<file path="src/dsfa_pkg.sv">
// ----------------------------------------------------------------------------
// dsfa_pkg: shared types and constants of the flood alarm
// Field widths, config register indexes and the item, config and result
// records passed between the stream wrapper and the alarm state machine.
// ----------------------------------------------------------------------------
package dsfa_pkg;

    // field and timer widths
    localparam int TIME_W       = 32;
    localparam int LEVEL_W      = 16;
    localparam int THRESH_W     = 15;
    localparam int DELAY_W      = 16;
    localparam int MS_PER_S     = 1000;
    localparam int DELAY_MS_W   = 26;
    localparam int STATE_W      = 4;
    localparam int COLOUR_W     = 2;
    localparam int RISE_STEP_MM = 60;
    localparam int JUMP_STEP_MM = 30;

    // stream and config port widths
    localparam int IN_TDATA_W  = 56;
    localparam int OUT_TDATA_W = 16;
    localparam int CFG_IDX_W   = 3;
    localparam int CFG_DATA_W  = 16;

    // config register indexes
    localparam logic [CFG_IDX_W-1:0] CFG_TRIGGER_DELAY  = 3'd0;
    localparam logic [CFG_IDX_W-1:0] CFG_CLEAR_DELAY    = 3'd1;
    localparam logic [CFG_IDX_W-1:0] CFG_MISMATCH_DELAY = 3'd2;
    localparam logic [CFG_IDX_W-1:0] CFG_ALERT_LEVEL    = 3'd3;
    localparam logic [CFG_IDX_W-1:0] CFG_DANGER_LEVEL   = 3'd4;
    localparam logic [CFG_IDX_W-1:0] CFG_CLEAR_LEVEL    = 3'd5;
    localparam logic [CFG_IDX_W-1:0] CFG_LEVEL_SENSOR   = 3'd6;
    localparam logic [CFG_IDX_W-1:0] CFG_SWITCH_SENSOR  = 3'd7;

    // status colour classes
    localparam logic [COLOUR_W-1:0] COL_NORMAL = 2'd0;
    localparam logic [COLOUR_W-1:0] COL_ORANGE = 2'd1;
    localparam logic [COLOUR_W-1:0] COL_DANGER = 2'd2;
    localparam logic [COLOUR_W-1:0] COL_FAULT  = 2'd3;

    // configuration, delays already scaled to milliseconds
    typedef struct packed {
        logic [DELAY_MS_W-1:0] trigger_ms;
        logic [DELAY_MS_W-1:0] clear_ms;
        logic [DELAY_MS_W-1:0] mismatch_ms;
        logic [THRESH_W-1:0]   alert_level_mm;
        logic [THRESH_W-1:0]   danger_level_mm;
        logic [THRESH_W-1:0]   clear_level_mm;
        logic                  level_sensor_on;
        logic                  switch_sensor_on;
    } cfg_t;

    // one input word
    typedef struct packed {
        logic                      func;
        logic                      mute_value;
        logic [TIME_W-1:0]         now_ms;
        logic signed [LEVEL_W-1:0] water_level_mm;
        logic                      sensor_enabled;
        logic                      sensor_error;
        logic                      sensor_valid;
        logic                      sensor_seen_valid;
        logic                      switch_low_closed;
        logic                      switch_high_closed;
    } item_t;

    // one result word
    typedef struct packed {
        logic [STATE_W-1:0]  alarm_state;
        logic [COLOUR_W-1:0] status_colour;
        logic                danger_active;
        logic                alert_active;
        logic                muted_now;
        logic                switch_fault_event;
        logic                obstruction_event;
    } result_t;

endpackage

</file>
<file path="src/dual_sensor_flood_alarm.sv">
// ----------------------------------------------------------------------------
// dual_sensor_flood_alarm: flood alarm with level sensor and float switches
// Path: an accepted word is held in the input word register, then the alarm
// step registers its result, which drives m_tdata and m_tvalid.
// Throughput: one word per cycle while m_tready holds; the alarm step is a single registered pass.
// Reset: rst_n clears the alarm to normal, all timers unarmed, flags and
// config registers to zero; both stream sides come up empty.
// ----------------------------------------------------------------------------
module dual_sensor_flood_alarm
    import dsfa_pkg::*;
(
    input  logic                   clk,
    input  logic                   rst_n,
    // config write port
    input  logic                   cfg_wr_en,
    input  logic [CFG_IDX_W-1:0]   cfg_index,
    input  logic [CFG_DATA_W-1:0]  cfg_data,
    // input stream
    input  logic                   s_tvalid,
    output logic                   s_tready,
    // mute_value[0], now_ms[32:1], water_level_mm[48:33], sensor_enabled[49],
    // sensor_error[50], sensor_valid[51], sensor_seen_valid[52],
    // switch_low_closed[53], switch_high_closed[54], zero[55]
    input  logic [IN_TDATA_W-1:0]  s_tdata,
    // func[0]
    input  logic                   s_tuser,
    // output stream
    output logic                   m_tvalid,
    input  logic                   m_tready,
    // alarm_state[3:0], status_colour[5:4], danger_active[6], alert_active[7],
    // muted_now[8], switch_fault_event[9], obstruction_event[10], zero[15:11]
    output logic [OUT_TDATA_W-1:0] m_tdata
);

    cfg_t    cfg_reg;
    item_t   item_reg;
    logic    in_valid_reg;
    logic    out_valid_reg;
    logic    advance;
    logic    step;
    logic    in_take;
    result_t result;

    // pipeline flow
    assign advance  = !out_valid_reg || m_tready;
    assign step     = in_valid_reg && advance;
    assign s_tready = !in_valid_reg || advance;
    assign in_take  = s_tvalid && s_tready;

    // config registers, delays scaled to ms on write
    always_ff @(posedge clk or negedge rst_n)
    begin
        if (!rst_n) begin
            cfg_reg <= '0;
        end
        else if (cfg_wr_en) begin
            case (cfg_index)
                CFG_TRIGGER_DELAY:
                    cfg_reg.trigger_ms <= DELAY_MS_W'(cfg_data[DELAY_W-1:0])
                                          * DELAY_MS_W'(MS_PER_S);
                CFG_CLEAR_DELAY:
                    cfg_reg.clear_ms <= DELAY_MS_W'(cfg_data[DELAY_W-1:0])
                                        * DELAY_MS_W'(MS_PER_S);
                CFG_MISMATCH_DELAY:
                    cfg_reg.mismatch_ms <= DELAY_MS_W'(cfg_data[DELAY_W-1:0])
                                           * DELAY_MS_W'(MS_PER_S);
                CFG_ALERT_LEVEL:   cfg_reg.alert_level_mm   <= cfg_data[THRESH_W-1:0];
                CFG_DANGER_LEVEL:  cfg_reg.danger_level_mm  <= cfg_data[THRESH_W-1:0];
                CFG_CLEAR_LEVEL:   cfg_reg.clear_level_mm   <= cfg_data[THRESH_W-1:0];
                CFG_LEVEL_SENSOR:  cfg_reg.level_sensor_on  <= cfg_data[0];
                CFG_SWITCH_SENSOR: cfg_reg.switch_sensor_on <= cfg_data[0];
                default: ;
            endcase
        end
    end

    // stage valid bits
    always_ff @(posedge clk or negedge rst_n)
    begin
        if (!rst_n) begin
            in_valid_reg  <= 1'b0;
            out_valid_reg <= 1'b0;
        end
        else begin
            if (in_take) begin
                in_valid_reg <= 1'b1;
            end
            else if (step) begin
                in_valid_reg <= 1'b0;
            end
            if (step) begin
                out_valid_reg <= 1'b1;
            end
            else if (m_tready) begin
                out_valid_reg <= 1'b0;
            end
        end
    end

    // input word register
    always_ff @(posedge clk)
    begin
        if (in_take) begin
            item_reg.func               <= s_tuser;
            item_reg.mute_value         <= s_tdata[0];
            item_reg.now_ms             <= s_tdata[32:1];
            item_reg.water_level_mm     <= s_tdata[48:33];
            item_reg.sensor_enabled     <= s_tdata[49];
            item_reg.sensor_error       <= s_tdata[50];
            item_reg.sensor_valid       <= s_tdata[51];
            item_reg.sensor_seen_valid  <= s_tdata[52];
            item_reg.switch_low_closed  <= s_tdata[53];
            item_reg.switch_high_closed <= s_tdata[54];
        end
    end

    // alarm state machine and result register
    dsfa_fsm u_fsm (
        .clk    (clk),
        .rst_n  (rst_n),
        .step   (step),
        .item   (item_reg),
        .cfg    (cfg_reg),
        .result (result)
    );

    // output word packing
    assign m_tvalid = out_valid_reg;
    assign m_tdata  = {5'b0,
                       result.obstruction_event,
                       result.switch_fault_event,
                       result.muted_now,
                       result.alert_active,
                       result.danger_active,
                       result.status_colour,
                       result.alarm_state};

`ifndef SYNTH
    // a processed word always lands in the output register
    a_step_out: assert property (@(posedge clk) disable iff (!rst_n)
        step |=> out_valid_reg)
        else $error("processed word not presented");
`endif

endmodule

</file>
<file path="src/dsfa_fsm.sv">
// ----------------------------------------------------------------------------
// dsfa_fsm: flood alarm state machine
// Per step applies a set-mute word or qualifies one sample against the level and
// switch sensors, runs the trigger, clear and mismatch timers and registers the result word.
// ----------------------------------------------------------------------------
module dsfa_fsm
    import dsfa_pkg::*;
(
    input  logic    clk,
    input  logic    rst_n,
    input  logic    step,
    input  item_t   item,
    input  cfg_t    cfg,
    output result_t result
);

    typedef enum logic [STATE_W-1:0] {
        ST_NORMAL             = 4'd0,
        ST_FAULT              = 4'd1,
        ST_CLEAR_PEND         = 4'd2,
        ST_DANGER_PEND        = 4'd3,
        ST_DANGER_CONFIRMED   = 4'd4,
        ST_DANGER_MISMATCH    = 4'd5,
        ST_DANGER_SENSORFAULT = 4'd6,
        ST_ALERT_PEND         = 4'd7,
        ST_ALERT              = 4'd8,
        ST_ALERT_CONFIRMED    = 4'd9,
        ST_ALERT_MISMATCH     = 4'd10,
        ST_ALERT_SENSORFAULT  = 4'd11
    } alarm_t;

    typedef struct packed {
        logic [TIME_W-1:0] mark;
        logic              ok;
    } timer_t;

    localparam logic signed [LEVEL_W:0] RISE_LIM = (LEVEL_W+1)'(RISE_STEP_MM);
    localparam logic signed [LEVEL_W:0] JUMP_POS = (LEVEL_W+1)'(JUMP_STEP_MM);
    localparam logic signed [LEVEL_W:0] JUMP_NEG = (LEVEL_W+1)'(-JUMP_STEP_MM);

    // a zero mark means unarmed; arming stores now, so arming at zero stays unarmed
    function automatic timer_t timer_step(
        input logic                  cond,
        input logic [TIME_W-1:0]     mark,
        input logic [DELAY_MS_W-1:0] delay,
        input logic [TIME_W-1:0]     now
    );
        timer_t t;
        t.mark = mark;
        t.ok   = 1'b0;
        if (!cond) begin
            t.mark = '0;
        end
        else if (mark == '0) begin
            t.mark = now;
        end
        else begin
            t.ok = (now - mark) >= TIME_W'(delay);
        end
        return t;
    endfunction

    alarm_t                    code_reg, code_next;
    logic                      mute_reg, mute_next;
    logic [TIME_W-1:0]         alert_mark_reg, alert_mark_next;
    logic [TIME_W-1:0]         danger_mark_reg, danger_mark_next;
    logic [TIME_W-1:0]         clear_mark_reg, clear_mark_next;
    logic [TIME_W-1:0]         mis_mark_reg, mis_mark_next;
    logic                      swf_reg, swf_next;
    logic                      obs_reg, obs_next;
    logic signed [LEVEL_W-1:0] prev_reg, prev_next;
    result_t                   res_reg, res_next;

    logic                      lon, son;
    logic                      l1, l2;
    logic signed [LEVEL_W-1:0] lvl;
    logic [TIME_W-1:0]         now;
    logic                      lfault, lvalid;
    logic                      alert_x, danger_x, clear_x;
    logic signed [LEVEL_W:0]   diff;
    logic                      rising, unstable;
    logic                      danger_now;
    logic                      clear_cond;
    timer_t                    clear_t, danger_t, alert_t;
    logic [TIME_W-1:0]         mis_armed;
    logic                      mis_hit;

    // sample qualification
    assign lon    = cfg.level_sensor_on;
    assign son    = cfg.switch_sensor_on;
    assign l1     = son && item.switch_low_closed;
    assign l2     = son && item.switch_high_closed;
    assign lvl    = item.water_level_mm;
    assign now    = item.now_ms;
    assign lfault = lon && (!item.sensor_enabled || item.sensor_error || !item.sensor_valid);
    assign lvalid = lon && !lfault;

    // level thresholds, signed reading against unsigned registers
    assign alert_x  = lvalid && (lvl >= $signed({1'b0, cfg.alert_level_mm}));
    assign danger_x = lvalid && (lvl >= $signed({1'b0, cfg.danger_level_mm}));
    assign clear_x  = lvalid && (lvl < $signed({1'b0, cfg.clear_level_mm}));

    // step since last sample, for obstruction check
    assign diff     = {lvl[LEVEL_W-1], lvl} - {prev_reg[LEVEL_W-1], prev_reg};
    assign rising   = diff >= RISE_LIM;
    assign unstable = (lvl >= $signed({1'b0, cfg.danger_level_mm}))
                      && item.sensor_valid && item.sensor_seen_valid
                      && ((diff >= JUMP_POS) || (diff <= JUMP_NEG));

    assign danger_now = code_reg inside {ST_CLEAR_PEND, ST_DANGER_PEND, ST_DANGER_CONFIRMED,
                                         ST_DANGER_MISMATCH, ST_DANGER_SENSORFAULT};

    // clear condition per sensor mode
    always_comb
    begin
        if (lon && son) begin
            clear_cond = clear_x && !l1 && !l2;
        end
        else if (lon) begin
            clear_cond = clear_x;
        end
        else begin
            clear_cond = !l1 && !l2;
        end
    end

    // timers
    assign clear_t   = timer_step(clear_cond, clear_mark_reg, cfg.clear_ms, now);
    assign danger_t  = timer_step(1'b1, danger_mark_reg, cfg.trigger_ms, now);
    assign alert_t   = timer_step(1'b1, alert_mark_reg, cfg.trigger_ms, now);
    assign mis_armed = (mis_mark_reg == '0) ? now : mis_mark_reg;
    assign mis_hit   = (now - mis_armed) >= TIME_W'(cfg.mismatch_ms);

    // next state
    always_comb
    begin
        code_next        = code_reg;
        mute_next        = mute_reg;
        alert_mark_next  = alert_mark_reg;
        danger_mark_next = danger_mark_reg;
        clear_mark_next  = clear_mark_reg;
        mis_mark_next    = mis_mark_reg;
        swf_next         = swf_reg;
        obs_next         = obs_reg;
        prev_next        = prev_reg;

        if (item.func) begin
            // set-mute word
            mute_next = item.mute_value && danger_now;
        end
        else begin
            prev_next = lvl;
            if (!lon && !son) begin
                code_next = ST_FAULT;
            end
            else if (danger_now && clear_cond) begin
                clear_mark_next = clear_t.mark;
                if (clear_t.ok) begin
                    mute_next = 1'b0;
                    code_next = ST_NORMAL;
                end
                else begin
                    code_next = ST_CLEAR_PEND;
                end
            end
            else begin
                if (danger_now) begin
                    clear_mark_next = '0;
                end

                if (lon && !son) begin
                    // level sensor only
                    if (lfault) begin
                        code_next = ST_FAULT;
                    end
                    else if (danger_x) begin
                        danger_mark_next = danger_t.mark;
                        code_next = danger_t.ok ? ST_DANGER_CONFIRMED : ST_DANGER_PEND;
                    end
                    else begin
                        danger_mark_next = '0;
                        if (alert_x) begin
                            alert_mark_next = alert_t.mark;
                            code_next = alert_t.ok ? ST_ALERT : ST_ALERT_PEND;
                        end
                        else begin
                            alert_mark_next = '0;
                            code_next = ST_NORMAL;
                        end
                    end
                end
                else if (!lon) begin
                    // switches only
                    if (l2) begin
                        danger_mark_next = danger_t.mark;
                        code_next = danger_t.ok ? ST_DANGER_CONFIRMED : ST_DANGER_PEND;
                    end
                    else begin
                        danger_mark_next = '0;
                        if (l1) begin
                            alert_mark_next = alert_t.mark;
                            code_next = alert_t.ok ? ST_ALERT : ST_ALERT_PEND;
                        end
                        else begin
                            alert_mark_next = '0;
                            code_next = ST_NORMAL;
                        end
                    end
                end
                else if (lfault) begin
                    // dual mode, level sensor faulted: switches carry on
                    if (l2) begin
                        danger_mark_next = danger_t.mark;
                        code_next = danger_t.ok ? ST_DANGER_SENSORFAULT : ST_DANGER_PEND;
                    end
                    else begin
                        danger_mark_next = '0;
                        if (l1) begin
                            alert_mark_next = alert_t.mark;
                            code_next = alert_t.ok ? ST_ALERT_SENSORFAULT : ST_ALERT_PEND;
                        end
                        else begin
                            alert_mark_next = '0;
                            code_next = ST_FAULT;
                        end
                    end
                end
                else if (danger_x || l2) begin
                    // dual mode danger, cross-checked against the high switch
                    danger_mark_next = danger_t.mark;
                    if (danger_t.ok) begin
                        if (danger_x && l2) begin
                            code_next     = ST_DANGER_CONFIRMED;
                            mis_mark_next = '0;
                            swf_next      = 1'b0;
                        end
                        else begin
                            code_next     = ST_DANGER_MISMATCH;
                            mis_mark_next = mis_armed;
                            if (!swf_reg && mis_hit) begin
                                swf_next = 1'b1;
                            end
                        end
                    end
                    else begin
                        code_next = ST_DANGER_PEND;
                    end
                    if (danger_x && !l2 && unstable && rising) begin
                        obs_next = 1'b1;
                    end
                end
                else begin
                    danger_mark_next = '0;
                    mis_mark_next    = '0;
                    swf_next         = 1'b0;
                    if (alert_x || l1) begin
                        alert_mark_next = alert_t.mark;
                        if (!alert_t.ok) begin
                            code_next = ST_ALERT_PEND;
                        end
                        else if (alert_x && l1) begin
                            code_next = ST_ALERT_CONFIRMED;
                        end
                        else if (l1) begin
                            code_next = ST_ALERT_MISMATCH;
                        end
                        else begin
                            code_next = ST_ALERT_PEND;
                        end
                    end
                    else begin
                        alert_mark_next = '0;
                        code_next       = ST_NORMAL;
                    end
                end
            end
        end
    end

    // result word from the next state
    always_comb
    begin
        res_next.alarm_state        = code_next;
        res_next.danger_active      = code_next inside {ST_CLEAR_PEND, ST_DANGER_PEND,
                                                        ST_DANGER_CONFIRMED, ST_DANGER_MISMATCH,
                                                        ST_DANGER_SENSORFAULT};
        res_next.alert_active       = code_next inside {ST_ALERT_PEND, ST_ALERT,
                                                        ST_ALERT_CONFIRMED, ST_ALERT_MISMATCH,
                                                        ST_ALERT_SENSORFAULT};
        res_next.muted_now          = mute_next;
        res_next.switch_fault_event = swf_next;
        res_next.obstruction_event  = obs_next;
        case (code_next)
            ST_NORMAL, ST_CLEAR_PEND:
                res_next.status_colour = COL_NORMAL;
            ST_FAULT:
                res_next.status_colour = COL_FAULT;
            ST_DANGER_PEND, ST_DANGER_CONFIRMED, ST_DANGER_MISMATCH, ST_DANGER_SENSORFAULT:
                res_next.status_colour = COL_DANGER;
            ST_ALERT_PEND, ST_ALERT, ST_ALERT_CONFIRMED, ST_ALERT_MISMATCH,
            ST_ALERT_SENSORFAULT:
                res_next.status_colour = COL_ORANGE;
            default:
                res_next.status_colour = COL_NORMAL;
        endcase
    end

    // state and result register
    always_ff @(posedge clk or negedge rst_n)
    begin
        if (!rst_n) begin
            code_reg        <= ST_NORMAL;
            mute_reg        <= 1'b0;
            alert_mark_reg  <= '0;
            danger_mark_reg <= '0;
            clear_mark_reg  <= '0;
            mis_mark_reg    <= '0;
            swf_reg         <= 1'b0;
            obs_reg         <= 1'b0;
            prev_reg        <= '0;
            res_reg         <= '0;
        end
        else if (step) begin
            code_reg        <= code_next;
            mute_reg        <= mute_next;
            alert_mark_reg  <= alert_mark_next;
            danger_mark_reg <= danger_mark_next;
            clear_mark_reg  <= clear_mark_next;
            mis_mark_reg    <= mis_mark_next;
            swf_reg         <= swf_next;
            obs_reg         <= obs_next;
            prev_reg        <= prev_next;
            res_reg         <= res_next;
        end
    end

    assign result = res_reg;

`ifndef SYNTH
    // obstruction event is sticky
    a_obs_sticky: assert property (@(posedge clk) disable iff (!rst_n)
        obs_reg |=> obs_reg)
        else $error("obstruction flag dropped");

    // switch fault only raised from the danger mismatch state
    a_swf_rise: assert property (@(posedge clk) disable iff (!rst_n)
        $rose(swf_reg) |-> (code_reg == ST_DANGER_MISMATCH))
        else $error("switch fault raised outside danger mismatch");

    // alarm state moves only on a step
    a_hold: assert property (@(posedge clk) disable iff (!rst_n)
        !step |=> $stable(code_reg) && $stable(res_reg))
        else $error("alarm state changed without a word");
`endif

endmodule
</file>
<file path="config.mk">
export PLATFORM = sky130hd
export DESIGN_NAME = dual_sensor_flood_alarm
export DESIGN_NICKNAME = d
export VERILOG_FILES = /design/src/dsfa_pkg.sv /design/src/dual_sensor_flood_alarm.sv /design/src/dsfa_fsm.sv
export SDC_FILE = /design/constraint.sdc
export NUM_CORES = 1
export LEC_CHECK = 0
export BUFFER_PORTS_ARGS = -buffer_cell sky130_fd_sc_hd__buf_4
export CAP_MARGIN = 0
export CORE_MARGIN = 1
export CORE_UTILIZATION = 40
export CTS_BUF_LIST = sky130_fd_sc_hd__clkbuf_8 sky130_fd_sc_hd__clkbuf_16
export DETAILED_ROUTE_END_ITERATION = 6
export HOLD_SLACK_MARGIN = 0.03
export PLACE_DENSITY = 0.6
export SLEW_MARGIN = 0
export SYNTH_ARGS = -nofsm -noshare
export SYNTH_HDL_FRONTEND = slang
export SYNTH_SLANG_ARGS = --single-unit
</file>
<file path="constraint.sdc">
create_clock -name clk -period 6.8 [get_ports clk]
set_input_delay 2.04 -clock clk [delete_from_list [all_inputs] [get_ports clk]]
set_output_delay 2.04 -clock clk [all_outputs]
set_load 0.02 [all_outputs]
</file>
==> results.txt, run 1 <==
Status -> completed
Die width -> 257 um
Detailed Route Iter0 Violations -> 1304
Post-synth top area cell -> dfrtp_1
Commonest non-fill, non-tap cell in the layout -> inv_1
PortBufs -> 92
Clock transition at path regs -> 0.06 ns
Final hold viol count -> 0
Area fraction of the dominant cell type after synthesis -> 26.2%
ANT nets after route -> 0
Min-Delay Path Class -> register to register
Die height -> 257 um
Final Non-Filler Cells -> 3928
Post-detailed-route via-to-cell ratio -> 5.50
Initial antenna violation count -> 0
CP endpoint kind -> register
Seq/Total Area, Yosys -> 32.6%
Compound-Gate Fraction of Synth Area -> 20.6%
H-tree depth -> 2
Mean post-synth cell area -> 8.93 um^2
Synth Flop Type -> dfrtp_1
Synth Cell Area -> 26100 um^2
CTS tree -> yes
Layout area overhead -> 12.7%
Synth Area in Simple Gates -> 13.9%
Skew-Pair Late Insertion Delay -> 0.58 ns
Detailed Place HPWL -> 56100 um
Final instance area -> 29400 um^2
CP arrival -> 6.93 ns
CTS Buf Count -> 41
Share of cells above drive strength 1 -> 10.7%
Grt ovf -> 0
CTS sink cnt -> 329
Placed cells -> 3853
IO Count -> 99
Initial core utilization -> 40.5%
First-pass GRT wire length -> 116000 um
Final TNS setup -> 0 ns
Total die area -> 66300 um^2
Vias in the first global route -> 21900
DR vias -> 21600
CTS root buf -> clkbuf_16
Setup-failing EPs final -> 0
GP Congestion -> 0.975
Tightest hold margin -> 0.474 ns
# rows -> 93
Drt drc -> 0
Min Tclk post-route -> 6.43 ns
Leak Pwr -> 13.6 nW
Cell Pwr Density -> 432 nW/um^2
Global Route Usage Sum -> 21.9%
Main combinational cell family by area after synthesis -> compound AO/OA/AOI/OAI gates
Max-slew violation count -> 0
Final wirelength -> 71700 um
Max rail drop VDD -> 0.200 mV
Router iterations before antenna repair -> 5
Max-slew headroom -> 20.3%
Max Clk Rate -> 0.155 GHz
Max_cap viols -> 0
Post-synth EDFFs -> 56
Unique cell type count in the Yosys netlist -> 92
Commonest cells after routing, fill and taps aside -> inv_1, ha_1, nand2_1
Actual slew at the worst max-slew pin -> 1.20 ns
Fill cells -> 6234
Seq cells post-synth -> 329
Post-synthesis mux area share -> 2.12%
CP Max Fanout -> 3
Synth Area in Adders -> 20.4%
Yosys synthesis warning count -> 0
Clk_skew -> 0.0203 ns
Placed Area -> 28100 um^2
Largest net degree at the start of global routing -> 140
Unrepaired setup endpoints after global routing -> no
Bufs on Longest Clock Path -> 3
NumNets Final -> 3513
Area of the core -> 64500 um^2
Async SR Flop Fraction -> 83.0%
Critical path launch point type -> register
Synth Area in XOR/XNOR -> 3.99%
DR WL/cell -> 18.2 um
CP Class -> register to register
Core Util, Final -> 45.6%
Final worst path period share -> 94.6%
Max reg flops -> 116
Cells after Synth -> 2924
CP required -> 7.30 ns
Antenna diodes -> 0
Synth area leaders -> dfrtp_1, ha_1, edfxtp_1
==> logic make-up (layout without fill, tap and decap cells) <==
logic type,count (synthesis),count (layout)
and+or+nand+nor,764,764
other,1,5
AOI/OAI and AO/OA,846,846
xor gates and xnor gates,119,119
adders and majority gates,391,391
muxes,50,50
DFF,329,329
buffers and inverters,424,569
==> metrics by stage <==
stage / power (W) / setup WS (ns)
2_1_floorplan: 0.00832 / 0.337
3_3_place_gp: 0.0103 / -0.0790
3_5_place_dp: 0.0105 / -0.0726
4_1_cts: 0.0128 / 0.268
5_1_grt: 0.0139 / 0.000114
6_report: 0.0127 / 0.365
==> worst max-delay path: stages, from the launching register on <==
cell and delay (ns):
dfrtp_1 0.39, nor4_1 0.51, nand4_1 0.34, nor2_2 0.25, a21o_1 0.18, ha_1 0.18
inv_1 0.06, fa_1 0.41, a21o_1 0.18, a21oi_1 0.29, o21ai_0 0.11, nor2b_1 0.17
a311oi_1 0.38, a211oi_1 0.19, o41a_1 0.44, a21o_1 0.20, a21o_1 0.22, a21o_1 0.18
a21oi_1 0.16, xnor2_1 0.10, ha_1 0.30, nand4_1 0.07, nor2_1 0.24, o211ai_1 0.14
a21oi_1 0.40, nor3_1 0.10, a31oi_1 0.17
==> worst paths after layout <==
path                       cells after the start                       end                    from  slack, ns
max reg2reg                                   26           u_fsm.result[1]  u_fsm.mis_mark_reg[25]       0.37
min                                            2               cfg_reg[84]             cfg_reg[84]       0.47
max                                           26           u_fsm.result[1]  u_fsm.mis_mark_reg[25]       0.37
max in group asynchronous                      2        u_fsm.prev_reg[11]                   rst_n       4.12
min in group asynchronous                      1  u_fsm.danger_mark_reg[5]                   rst_n       1.46
min reg2reg                                    2               cfg_reg[84]             cfg_reg[84]       0.47
==> layout make-up <==
cell class / count / area (um^2) / share of cell area [%]
Multi-Input combinational cell: 2175 / 16000 / 54.4
Inverter: 334 / 1250 / 4.26
Clock buffer: 54 / 1230 / 4.17
Clock inverter: 21 / 131 / 0.447
Tap cell: 855 / 1070 / 3.64
Timing Repair Buffer: 160 / 1230 / 4.19
Sequential cell: 329 / 8510 / 28.9
==> cell usage after synthesis, types with 31 or more instances <==
master	instances
inv_1	334
ha_1	332
nand2_1	282
dfrtp_1	273
a21oi_1	254
o21ai_0	208
nor2_1	170
a21o_1	87
xnor2_1	75
o31ai_1	71
clkbuf_1	69
fa_1	59
edfxtp_1	56
nand3_1	51
xor2_1	44
mux2_2	42
nand4_1	39
nor2b_1	39
nor4_1	39
nor3_1	33
nand2b_1	31
==> power breakdown <==
group / switching [W] / leakage (nW) / internal [W]
sequential: 0.000412 / 4.10 / 0.00251
combinational: 0.00440 / 8.75 / 0.00320
clock: 0.000893 / 0.713 / 0.00130
total: 0.00570 / 13.6 / 0.00701
==> what timing repair did <==
item                       in CTS  in global routing
setup endpoints to repair       0                  2
hold buffers                    0                  0
buffers inserted                0                  0
resized for setup               0                  3
==> layer usage <==
metal  track usage (%)  vias up  wire length, um  part of all wire (%)
met5                 0        -                0                     0
met4              7.30        0             2280                   3.2
met3              2.66      127             2800                   3.9
met2              37.5      463            34300                    48
met1              28.4    10400            32200                    45
li1                  -    10600                -                     -
(Power assumes the default switching activity.)
==> run 2: changes to the inputs <==
- PLACE_DENSITY: 0.6 -> unset
- SLEW_MARGIN: 0 -> 20
==> run 2 against run 1 <==
Sequential cell count unchanged. Cell count about the same. Register-to-register slack better by 0.05 ns. Hold slack about the same. Largest cell class unchanged. Largest power group unchanged. Utilization increased by 0.15 points. Clock skew fell by 0.0074 ns.
==> results.txt, run 2 (synthesis results as in run 1) <==
Highest metal used -> met4
PortBufs -> 92 (unchanged)
Antenna diodes -> 0 (unchanged)
Bufs on Longest Clock Path -> 3 (unchanged)
P_int -> 0.00714 W (+1.9%)
Clock transition at path regs -> 0.06 ns (about the same)
Core Util, Final -> 45.8% (+0.15 points)
Placed Area -> 28100 um^2 (unchanged)
Initial antenna violation count -> 0 (unchanged)
DR WL met2 -> 34400 um (+0.29%)
First-pass GRT wire length -> 116000 um (about the same)
Largest net degree at the start of global routing -> 140 (unchanged)
Share of total power in the clock network -> 18.3% (+1.0 points)
Metal3 WL -> 3250 um (+16%)
CP endpoint kind -> register
Area of the core -> 64500 um^2 (unchanged)
Share of cells above drive strength 1 -> 10.8% (+0.055 points)
Initial core utilization -> 40.5% (unchanged)
H-tree depth -> 2 (unchanged)
Final TNS setup -> 0 ns (unchanged)
NumNets Final -> 3514 (+0.028%)
Clk_skew -> 0.0129 ns (-0.00743 ns)
Flop pwr share -> 22.7% (-0.3 points)
Max Clk Rate -> 0.157 GHz (+0.80%)
Vias in the first global route -> 21900 (-0.20%)
Commonest cells after routing, fill and taps aside -> inv_1, ha_1, nand2_1
Status -> completed
Place WS -> -0.0771 ns (-0.00450 ns)
Max reg flops -> 116 (unchanged)
Register area -> 8510 um^2 (unchanged)
Final hold viol count -> 0 (unchanged)
Max-slew violation count -> 0 (unchanged)
Met1 wire length -> 32200 um (-0.22%)
Final worst path period share -> 93.9% (-0.76 points)
# rows -> 93 (unchanged)
Router iterations before antenna repair -> 7 (+2)
Unrepaired setup endpoints after global routing -> no
Grt ovf -> 0 (unchanged)
Combinational power share -> 59.0% (-0.8 points)
Commonest non-fill, non-tap cell in the layout -> inv_1
Leak Pwr -> 13.6 nW (+0.19%)
Total die area -> 66300 um^2 (unchanged)
Max rail drop VDD -> 0.186 mV (-6.8%)
ANT nets after route -> 0 (unchanged)
Actual slew at the worst max-slew pin -> 1.01 ns (-0.188 ns)
Die width -> 257 um (unchanged)
Drt drc -> 0 (unchanged)
IO Count -> 99 (unchanged)
CP Max Fanout -> 3 (unchanged)
Min Tclk post-route -> 6.38 ns (-0.0514 ns)
Critical path launch point type -> register
Fill cells -> 6229 (-0.080%)
Detailed Place HPWL -> 56200 um (+0.12%)
CTS sink cnt -> 329 (unchanged)
CTS Buf Count -> 42 (+2.4%)
Layout area overhead -> 13.1%
DR WL/cell -> 18.3 um (+0.39%)
Max_cap viols -> 0 (unchanged)
GP Congestion -> 0.975 (unchanged)
Placed cells -> 3853 (unchanged)
CTS tree -> yes
Final Non-Filler Cells -> 3931 (+0.076%)
Post-CTS Hold Buffers -> 0 (unchanged)
Setup-failing EPs final -> 0 (unchanged)
Max-slew headroom -> 32.8% (+13 points)
Sw Pwr -> 0.00572 W (+0.32%)
Final WS setup -> 0.417 ns (+0.0514 ns)
Area occupied by multi-input gates -> 16000 um^2 (about the same)
CTS root buf -> clkbuf_16
CP required -> 7.29 ns (about the same)
Die height -> 257 um (unchanged)
Switching Fraction -> 44.5% (-0.38 points)
Cell Pwr Density -> 436 nW/um^2 (+0.84%)
Skew-Pair Late Insertion Delay -> 0.57 ns (about the same)
Final wirelength -> 72000 um (+0.47%)
CP Class -> register to register
Final instance area -> 29500 um^2 (+0.33%)
Global Route Usage Sum -> 21.9% (+0.036 points)
Detailed Route Iter0 Violations -> 1405 (+7.7%)
DR vias -> 21600 (+0.12%)
Post-detailed-route via-to-cell ratio -> 5.50 (about the same)
CP arrival -> 6.88 ns (-0.05 ns)
Min-Delay Path Class -> register to register
-- run 2: final cells by class --
class                      instances  share of cell area (%)
multi-input combinational       2175                    54.2
inverter                         334                    4.25
tap                              855                    3.62
timing repair buffer             160                    4.18
clock buffer                      50                    4.05
sequential                       329                    28.8
clock inverter                    28                   0.890
-- run 2: per-layer routing --
layer  global-route usage, %  up-vias
met2                    37.4      494
li1                        -    10600
met1                    28.7    10400
met4                    7.20        0
met3                    2.64      120
met5                       0        -
-- run 2: power groups by stage --
stage / combinational [W] / clock [W] / sequential, W
2_1_floorplan: 0.00551 / 0 / 0.00281
3_3_place_gp: 0.00733 / 0 / 0.00293
3_5_place_dp: 0.00753 / 0 / 0.00294
4_1_cts: 0.00760 / 0.00241 / 0.00292
5_1_grt: 0.00863 / 0.00249 / 0.00298
6_report: 0.00759 / 0.00235 / 0.00292
-- run 2: final timing paths --
| path | depth (start not counted) | to | from | slack, ns |
|---|---|---|---|---|
| setup / recovery | 26 | u_fsm.result[1] | u_fsm.mis_mark_reg[25] | 0.42 |
| max in group asynchronous | 2 | u_fsm.prev_reg[11] | rst_n | 4.09 |
| setup reg to reg | 26 | u_fsm.result[1] | u_fsm.mis_mark_reg[25] | 0.42 |
| min in group asynchronous | 1 | u_fsm.danger_mark_reg[5] | rst_n | 1.45 |
| hold / removal | 2 | cfg_reg[84] | cfg_reg[84] | 0.47 |
| hold reg to reg | 2 | cfg_reg[84] | cfg_reg[84] | 0.47 |
-- run 2: critical path, cell delays in order (launching register included) --
cell,delay [ns]
dfrtp_1,0.39
nor4_1,0.50
nand4_1,0.34
nor2_2,0.26
a21o_1,0.19
ha_1,0.18
inv_1,0.06
fa_1,0.41
a21o_1,0.18
a21oi_1,0.28
o21ai_0,0.11
nor2b_1,0.16
a311oi_1,0.38
a211oi_1,0.19
o41a_1,0.44
a21o_1,0.20
a21o_1,0.22
a21o_1,0.18
a21oi_1,0.16
xnor2_1,0.09
ha_1,0.30
nand4_1,0.07
nor2_1,0.25
o211ai_1,0.14
a21oi_1,0.37
nor3_1,0.10
a31oi_1,0.17
-- run 2: repair_timing --
item	4_1_cts	5_1_grt
endpoints found under the setup margin	0	2
resized for setup	0	2
setup buffers	0	0
-- run 2: stage by stage --
stage	hold WS, ns	total power, W
after floorplan	0.450	0.00832
after global placement	0.463	0.0103
after detailed placement	0.471	0.0105
after CTS	0.483	0.0129
after global routing	0.501	0.0141
final	0.474	0.0129
